`src/rtl/core/gda_pkg.sv`:
```
// ----------------------------------------------------------------------------
// gda_pkg
// Shared types, constants and calendar helpers for the date adder.
// ----------------------------------------------------------------------------
`default_nettype none

package gda_pkg;

	// field widths
	localparam int MONTH_W = 4;
	localparam int DAY_W   = 5;
	localparam int YEAR_W  = 14;
	// width of the day count taken from the input port (16 here)
	localparam int ADD_WIDTH = 16;

	localparam logic [MONTH_W-1:0] MONTH_JAN = MONTH_W'(1);
	localparam logic [MONTH_W-1:0] MONTH_FEB = MONTH_W'(2);
	localparam logic [MONTH_W-1:0] MONTH_DEC = MONTH_W'(12);
	localparam logic [YEAR_W-1:0]  YEAR_MAX  = {YEAR_W{1'b1}};

	// leap-cycle modulus and the shift of its largest multiple below 2^YEAR_W
	localparam int                 CYCLE_YEARS = 400;
	localparam logic [2:0]         RED_TOP     = 3'd5;
	localparam logic [8:0]         CYCLE_LAST  = 9'(CYCLE_YEARS - 1);

	typedef enum logic [1:0] {
		ST_IDLE,
		ST_REDUCE,
		ST_CLAMP,
		ST_WALK
	} gda_state_t;

	// controller to datapath
	typedef struct packed {
		logic       load;
		logic       reduce;
		logic [2:0] red_shift;
		logic       clamp;
		logic       walk;
		logic       publish;
	} gda_cmd_t;

	// datapath to controller
	typedef struct packed {
		logic finish;
	} gda_stat_t;

	// leap year from the year modulo 400
	function automatic logic is_leap(input logic [8:0] rem);
		logic hundred;
		hundred = (rem == 9'd100) || (rem == 9'd200) || (rem == 9'd300);
		return (rem == 9'd0) || ((rem[1:0] == 2'b00) && !hundred);
	endfunction

	// length of month m (1..12)
	function automatic logic [DAY_W-1:0] month_len(input logic [MONTH_W-1:0] m,
		input logic leap);
		logic [DAY_W-1:0] n;
		if (m == MONTH_FEB) begin
			n = leap ? DAY_W'(29) : DAY_W'(28);
		end else if (m inside {MONTH_W'(4), MONTH_W'(6), MONTH_W'(9), MONTH_W'(11)}) begin
			n = DAY_W'(30);
		end else begin
			n = DAY_W'(31);
		end
		return n;
	endfunction

endpackage

`default_nettype wire

```
`src/rtl/core/gda_ctrl.sv`:
```
// ----------------------------------------------------------------------------
// gda_ctrl
// Sequencer for the date adder: load, year reduction, day clamp, month walk,
// and the result valid flag.
// ----------------------------------------------------------------------------
`default_nettype none

module gda_ctrl import gda_pkg::*; (
	input  wire logic      clk,
	input  wire logic      arst_n,
	input  wire logic      in_valid,
	output logic           in_stall,
	output logic           out_valid,
	input  wire logic      out_stall,
	input  wire gda_stat_t stat,
	output gda_cmd_t       cmd
);

	gda_state_t state_q, state_d;
	logic [2:0] red_cnt_q;
	logic       out_valid_q;
	logic       out_free;
	logic       in_take;

	assign in_take  = in_valid && (state_q == ST_IDLE);
	assign out_free = !out_valid_q || !out_stall;

	// next state
	always_comb begin
		state_d = state_q;
		case (state_q)
			ST_IDLE: begin
				if (in_valid) state_d = ST_REDUCE;
			end
			ST_REDUCE: begin
				if (red_cnt_q == 3'd0) state_d = ST_CLAMP;
			end
			ST_CLAMP: begin
				state_d = ST_WALK;
			end
			ST_WALK: begin
				if (stat.finish && out_free) state_d = ST_IDLE;
			end
			default: begin
				state_d = ST_IDLE;
			end
		endcase
	end

	// outputs and datapath commands
	always_comb begin
		in_stall      = (state_q != ST_IDLE);
		cmd.load      = in_take;
		cmd.reduce    = (state_q == ST_REDUCE);
		cmd.red_shift = red_cnt_q;
		cmd.clamp     = (state_q == ST_CLAMP);
		cmd.walk      = (state_q == ST_WALK);
		cmd.publish   = (state_q == ST_WALK) && stat.finish && out_free;
	end

	assign out_valid = out_valid_q;

	// state, reduction count, result valid
	always_ff @(posedge clk or negedge arst_n) begin
		if (!arst_n) begin
			state_q     <= ST_IDLE;
			red_cnt_q   <= RED_TOP;
			out_valid_q <= 1'b0;
		end else begin
			state_q <= state_d;
			if (in_take) begin
				red_cnt_q <= RED_TOP;
			end else if (state_q == ST_REDUCE && red_cnt_q != 3'd0) begin
				red_cnt_q <= red_cnt_q - 3'd1;
			end
			if (cmd.publish) begin
				out_valid_q <= 1'b1;
			end else if (!out_stall) begin
				out_valid_q <= 1'b0;
			end
		end
	end

	a_no_overwrite: assert property (@(posedge clk) disable iff (!arst_n)
		!(cmd.publish && out_valid_q && out_stall))
		else $error("result overwritten while stalled");

	a_load_starts_reduce: assert property (@(posedge clk) disable iff (!arst_n)
		in_take |=> (state_q == ST_REDUCE) && (red_cnt_q == RED_TOP))
		else $error("accepted item did not start reduction");

	a_reduce_ends: assert property (@(posedge clk) disable iff (!arst_n)
		(state_q == ST_REDUCE && red_cnt_q == 3'd0) |=> state_q == ST_CLAMP)
		else $error("reduction did not end in clamp");

	a_publish_sets_valid: assert property (@(posedge clk) disable iff (!arst_n)
		cmd.publish |=> out_valid_q)
		else $error("published result not valid");

endmodule

`default_nettype wire

```
`src/rtl/core/gda_dpath.sv`:
```
// ----------------------------------------------------------------------------
// gda_dpath
// Datapath of the date adder: working date, remaining count, year modulo
// 400, one month step per cycle, and the result register.
// ----------------------------------------------------------------------------
`default_nettype none

module gda_dpath import gda_pkg::*; (
	input  wire logic               clk,
	input  wire logic               arst_n,
	input  wire gda_cmd_t           cmd,
	output gda_stat_t               stat,
	input  wire logic [MONTH_W-1:0] start_month,
	input  wire logic [DAY_W-1:0]   start_day,
	input  wire logic [YEAR_W-1:0]  start_year,
	input  wire logic [15:0]        day_count,
	output logic [MONTH_W-1:0]      end_month,
	output logic [DAY_W-1:0]        end_day,
	output logic [YEAR_W-1:0]       end_year,
	output logic                    year_overflow
);

	logic [MONTH_W-1:0]   month_q;
	logic [DAY_W-1:0]     day_q;
	logic [YEAR_W-1:0]    year_q;
	logic [YEAR_W-1:0]    rem_q;
	logic [ADD_WIDTH-1:0] left_q;
	logic                 ovf_q;

	logic [DAY_W-1:0]     len;
	logic [DAY_W-1:0]     room;
	logic                 advance;
	logic [YEAR_W-1:0]    red_sub;
	logic [MONTH_W-1:0]   month_n;
	logic [DAY_W-1:0]     day_n;
	logic [YEAR_W-1:0]    year_n;
	logic [YEAR_W-1:0]    rem_n;
	logic [ADD_WIDTH-1:0] left_n;
	logic                 ovf_n;

	// month length in the working year
	assign len  = month_len(month_q, is_leap(rem_q[8:0]));
	assign room = len - day_q;

	assign advance     = left_q > ADD_WIDTH'(room);
	assign stat.finish = !advance;
	assign red_sub     = YEAR_W'(CYCLE_YEARS) << cmd.red_shift;

	// one month step
	always_comb begin
		month_n = month_q;
		day_n   = day_q;
		year_n  = year_q;
		rem_n   = rem_q;
		left_n  = left_q;
		ovf_n   = ovf_q;
		if (advance) begin
			left_n = left_q - ADD_WIDTH'(room) - ADD_WIDTH'(1);
			day_n  = DAY_W'(1);
			if (month_q == MONTH_DEC) begin
				month_n = MONTH_JAN;
				if (year_q == YEAR_MAX) begin
					year_n = '0;
					rem_n  = '0;
					ovf_n  = 1'b1;
				end else begin
					year_n = year_q + YEAR_W'(1);
					rem_n  = (rem_q[8:0] == CYCLE_LAST) ? '0 : rem_q + YEAR_W'(1);
				end
			end else begin
				month_n = month_q + MONTH_W'(1);
			end
		end else begin
			day_n  = day_q + DAY_W'(left_q);
			left_n = '0;
		end
	end

	// working registers
	always_ff @(posedge clk) begin
		if (cmd.load) begin
			if (start_month == '0) begin
				month_q <= MONTH_JAN;
			end else if (start_month > MONTH_DEC) begin
				month_q <= MONTH_DEC;
			end else begin
				month_q <= start_month;
			end
			day_q  <= (start_day == '0) ? DAY_W'(1) : start_day;
			year_q <= start_year;
			rem_q  <= start_year;
			left_q <= day_count[ADD_WIDTH-1:0];
			ovf_q  <= 1'b0;
		end else if (cmd.reduce) begin
			// restoring reduction of the year modulo 400
			if (rem_q >= red_sub) rem_q <= rem_q - red_sub;
		end else if (cmd.clamp) begin
			if (day_q > len) day_q <= len;
		end else if (cmd.walk) begin
			month_q <= month_n;
			day_q   <= day_n;
			year_q  <= year_n;
			rem_q   <= rem_n;
			left_q  <= left_n;
			ovf_q   <= ovf_n;
		end
	end

	// result register
	always_ff @(posedge clk) begin
		if (cmd.publish) begin
			end_month     <= month_n;
			end_day       <= day_n;
			end_year      <= year_n;
			year_overflow <= ovf_n;
		end
	end

	a_rem_reduced: assert property (@(posedge clk) disable iff (!arst_n)
		cmd.walk |-> rem_q < YEAR_W'(CYCLE_YEARS))
		else $error("year remainder not reduced");

	a_day_in_month: assert property (@(posedge clk) disable iff (!arst_n)
		cmd.walk |-> (day_q >= DAY_W'(1)) && (day_q <= len))
		else $error("working day outside month");

	a_month_range: assert property (@(posedge clk) disable iff (!arst_n)
		cmd.walk |-> (month_q >= MONTH_JAN) && (month_q <= MONTH_DEC))
		else $error("working month out of range");

endmodule

`default_nettype wire

```
`src/rtl/core/gregorian_date_add_days.sv`:
```
// ----------------------------------------------------------------------------
// gregorian_date_add_days
// Adds a day count to a Gregorian date, one month per cycle.
// ----------------------------------------------------------------------------
// Usage:
//   Input channel (in_valid / in_stall) carries a start date and a day count;
//   an item is taken when in_valid is high and in_stall is low. in_stall is
//   high while an item is being worked on.
//   Output channel (out_valid / out_stall) gives the end date and the year
//   overflow flag; the result register holds its value while out_stall is
//   high, and a new item may be taken while a result waits there.
// Sequence: after the accepting edge, the year is reduced modulo 400,
//   one bit per cycle, then the day is clamped to the month length, then
//   the walk takes one month step per month crossed and a final step that
//   places the day and publishes the result. One item is in work at a
//   time, so a new item is taken only after its predecessor is published.
// If the result register is still full and stalled when the walk ends, the
//   walk holds until it frees.
// Reset (arst_n low) clears the sequencer and the result valid flag at once.
// ----------------------------------------------------------------------------
`default_nettype none

module gregorian_date_add_days import gda_pkg::*; (
	input  wire logic               clk,
	input  wire logic               arst_n,
	input  wire logic               in_valid,
	output logic                    in_stall,
	input  wire logic [MONTH_W-1:0] start_month,
	input  wire logic [DAY_W-1:0]   start_day,
	input  wire logic [YEAR_W-1:0]  start_year,
	input  wire logic [15:0]        day_count,
	output logic                    out_valid,
	input  wire logic               out_stall,
	output logic [MONTH_W-1:0]      end_month,
	output logic [DAY_W-1:0]        end_day,
	output logic [YEAR_W-1:0]       end_year,
	output logic                    year_overflow
);

	gda_cmd_t  cmd;
	gda_stat_t stat;

	// sequencer
	gda_ctrl u_ctrl (
		.clk       (clk),
		.arst_n    (arst_n),
		.in_valid  (in_valid),
		.in_stall  (in_stall),
		.out_valid (out_valid),
		.out_stall (out_stall),
		.stat      (stat),
		.cmd       (cmd)
	);

	// date datapath
	gda_dpath u_dpath (
		.clk           (clk),
		.arst_n        (arst_n),
		.cmd           (cmd),
		.stat          (stat),
		.start_month   (start_month),
		.start_day     (start_day),
		.start_year    (start_year),
		.day_count     (day_count),
		.end_month     (end_month),
		.end_day       (end_day),
		.end_year      (end_year),
		.year_overflow (year_overflow)
	);

endmodule

`default_nettype wire
```
`config.mk`:
```
export PLATFORM = sky130hd
export DESIGN_NAME = gregorian_date_add_days
export DESIGN_NICKNAME = d
export VERILOG_FILES = /design/src/rtl/core/gda_pkg.sv /design/src/rtl/core/gda_ctrl.sv /design/src/rtl/core/gda_dpath.sv /design/src/rtl/core/gregorian_date_add_days.sv
export SDC_FILE = /design/constraint.sdc
export NUM_CORES = 1
export LEC_CHECK = 0
export ABC_AREA = 0
export BUFFER_PORTS_ARGS = -buffer_cell sky130_fd_sc_hd__buf_2
export CAP_MARGIN = 30
export CORE_MARGIN = 2
export CORE_UTILIZATION = 38
export CTS_CLUSTER_SIZE = 30
export DETAILED_ROUTE_END_ITERATION = 7
export GPL_TIMING_DRIVEN = 1
export PLACE_DENSITY = 0.57
export SLEW_MARGIN = 15
export SYNTH_ARGS = -nofsm -noshare
export SYNTH_HDL_FRONTEND = slang
export SYNTH_SLANG_ARGS = --single-unit
```
`constraint.sdc`:
```
create_clock -name clk -period 11.63 [get_ports clk]
set_input_delay 1.7445 -clock clk [delete_from_list [all_inputs] [get_ports clk]]
set_output_delay 1.7445 -clock clk [all_outputs]
set_load 0.03 [all_outputs]
```
==> results.cfg <==
[clocking]
cts_tree = yes
clockBufferDepth = 2
clock-sinks = 84
post_cts_buffers = 0
clockRootBuffer = clkbuf_16
clkTransAtPathRegs_ps = 70
cts-resized-gates = 0
ctsHtreeMaxLevel = 3
clk_latency_ps = 350
cts_hold_repair.buffers = 0
cts_buffers = 9

[power]
finalPower_mw = 2.07
powerDensity_mw_per_mm2 = 320
p_leak_nw = 2.61
ir_drop_v = 0.000135

[logic_synthesis]
syn_nets = 666
synth_cells = 579
ys_warn_count = 0
ys_ff_latch = 84
synth_edf_count = 77
syn-cell-area_mm2 = 0.00563
syn_area_per_cell_um2 = 9.72
async_flop_share_pct = 7.14
synth.yosys.seq_area_share_pct = 44.2
yosysUniqueCellTypes = 61
ys.flop_type = edfxtp_1

[global_routing]
grt-ovfl-total = 0
grt_max_degree = 60
antenna_found_initial = 0
grt_pass1_vias = 4538
track_usage_pct = 19.3
grt_pass1_wl_mm = 23.9

[hold_path]
hp-start = u_dpath.ovf_q
holdPathStages = 2
min_to = u_dpath.ovf_q
hold_path_class = flip-flop to flip-flop

[sta]
period_minus_slack_ps = 5460
hold_violations = 0
slew_viol_final = 0
worstMarginPinSlew_ps = 920
max_slew_margin_pct = 38.4
rsz0062_at_grt = false
fin_setup_tns_ps = 0
fmax_mhz = 183
clock_skew_ps = 9.99
whs_ps = 480
finalCritPeriodShare_pct = 47.0
setup_violations = 0

[placement]
io_buffers = 68
place_congestion = 0.822
hpwl_mm = 11.0

[detailed_routing]
routed_via_density = 5.58
via_count = 4628
wl_mm = 14.9
drtIter0Drc = 400
first_pass_iters = 6
wl_per_cell_um = 17.9
drc = 0
final_antenna_net_count = 0

[final_layout]
area_growth_pct = 14.9
fill_cells = 1437
layout_commonest_cell = edfxtp_1
diodes = 0
nets = 728
layout_common_cells = edfxtp_1 (77), buf_2 (68), nand2_1 (65)
drive_gt1_share_pct = 16.7

[floorplanning]
coreArea_mm2 = 0.0145
die_w_um = 126
die_y_um = 126
dieArea_mm2 = 0.0158
start_util_pct = 38.9
rows = 44
ios = 69

[worst_setup_path]
cp-end-kind = flip-flop
critPathKind = flip-flop to flip-flop
critPathMaxFanout = 21
r2r_cells = 15
cp.required_ps = 11650
r2r_end = u_dpath.end_year[6]
r2r_slack_ps = 6170
startpoint_type = flip-flop
r2r_start = u_dpath.rem_q[7]
cp.arrival_ps = 5480

[status]
outcome = completed

[job]
timing.max_cap.violations = 0
-- worst max-delay path by stage --
stage	startpoint	endpoint	depth (start not counted)
after global placement	u_dpath.rem_q[7]	u_dpath.end_year[3]	15
after floorplan	u_dpath.rem_q[7]	u_dpath.end_day[0]	16
after global routing	u_dpath.rem_q[7]	u_dpath.end_year[6]	15
after CTS	u_dpath.rem_q[7]	u_dpath.end_year[6]	15
after detailed placement	u_dpath.rem_q[7]	u_dpath.end_year[8]	15
final	u_dpath.rem_q[7]	u_dpath.end_year[6]	15
-- sequential cells by signal, summed over array words and instances, names as in the netlist, 2 cells and up --
register and cells:
u_dpath.left_q 16, u_dpath.end_year 14, u_dpath.rem_q 14, u_dpath.year_q 14, u_dpath.day_q 5, u_dpath.end_day 5
u_dpath.end_month 4, u_dpath.month_q 4, u_ctrl.red_cnt_q 3, u_ctrl.state_q 2
-- cell usage after synthesis, types with 3 or more instances --
master / number / area share (%)
mux2_2: 3 / 0.60
a21oi_1: 27 / 2.4
nor3_1: 12 / 1.1
edfxtp_1: 77 / 41
inv_1: 31 / 2.1
a21o_1: 7 / 0.93
fa_1: 3 / 1.1
o21ai_0: 27 / 2.4
or3_1: 6 / 0.67
nand4_1: 3 / 0.33
xor2_1: 17 / 2.6
o21a_1: 3 / 0.40
ha_1: 41 / 9.1
a211oi_1: 8 / 1.1
nand2b_1: 7 / 0.78
buf_2: 4 / 0.36
dfrtp_1: 4 / 1.8
a31oi_1: 9 / 1.0
mux2i_1: 4 / 0.71
nor4_1: 6 / 0.67
a22o_1: 3 / 0.47
nand3_1: 25 / 2.2
or4_1: 4 / 0.53
o21ai_1: 4 / 0.36
o31ai_1: 7 / 0.93
nand2_1: 65 / 4.3
a41oi_1: 4 / 0.62
clkbuf_1: 19 / 1.3
xnor2_1: 25 / 3.9
o211ai_1: 5 / 0.67
o21ba_2: 3 / 0.53
nor2_1: 58 / 3.9
and3_1: 13 / 1.4
a221oi_1: 6 / 0.93
-- power by group --
part           leakage (nW)  total (mW)  internal, mW  switching, mW
registers             0.800       0.668         0.533          0.135
clock network         0.139       0.286         0.166          0.120
logic                  1.67        1.12         0.467          0.650
total                  2.61        2.07          1.17          0.905
-- worst max-delay path, stage by stage, from the launching register on --
cell and delay, ps:
edfxtp_1 530, nand3b_1 210, or4_1 400, nand3_1 120
a211oi_1 80, a21oi_1 250, ha_1 220, fa_1 460
ha_1 340, or4bb_1 390, o32a_1 370, o31a_1 210
nor2_1 720, nand2_1 190, a21oi_2 270, buf_4 350
-- cell type report --
cell class	instances	area, µm²	area share (%)
repair buffers	75	397	6.13
well taps	184	230	3.56
multi-input cells	440	2960	45.7
inverters	31	116	1.80
clock buffers	11	233	3.60
clock inverters	5	52.6	0.812
flip-flops and latches	84	2480	38.4
-- cell families (layout without fill, tap and decap cells) --
| logic type | count (synthesis) | in the layout | synth area share, % |
|---|---|---|---|
| and+or+nand+nor | 214 | 214 | 18.2 |
| xor gates and xnor gates | 42 | 42 | 6.54 |
| DFF | 84 | 84 | 44.2 |
| adders and majority gates | 44 | 44 | 10.2 |
| buffers and inverters | 55 | 122 | 3.76 |
| muxes | 9 | 9 | 1.71 |
| AOI/OAI and AO/OA | 131 | 131 | 15.5 |
-- metal layers --
| layer | GRT usage (%) | wire, µm |
|---|---|---|
| met5 | 0 | 0 |
| met4 | 7.19 | 300 |
| met3 | 2.89 | 692 |
| met2 | 30.9 | 6910 |
| met1 | 26.6 | 6970 |
-- metrics by stage --
step	setup slack, ps	util (%)	std cells	cell area, µm²
global route	5820	44.7	830	6470
floorplan	6330	-	579	5630
detailed placement	6180	42.5	811	6160
global placement	6340	42.5	811	6160
finish	6170	44.7	830	6470
CTS	6140	44.5	827	6440
Power figures use the tool's default switching activity.
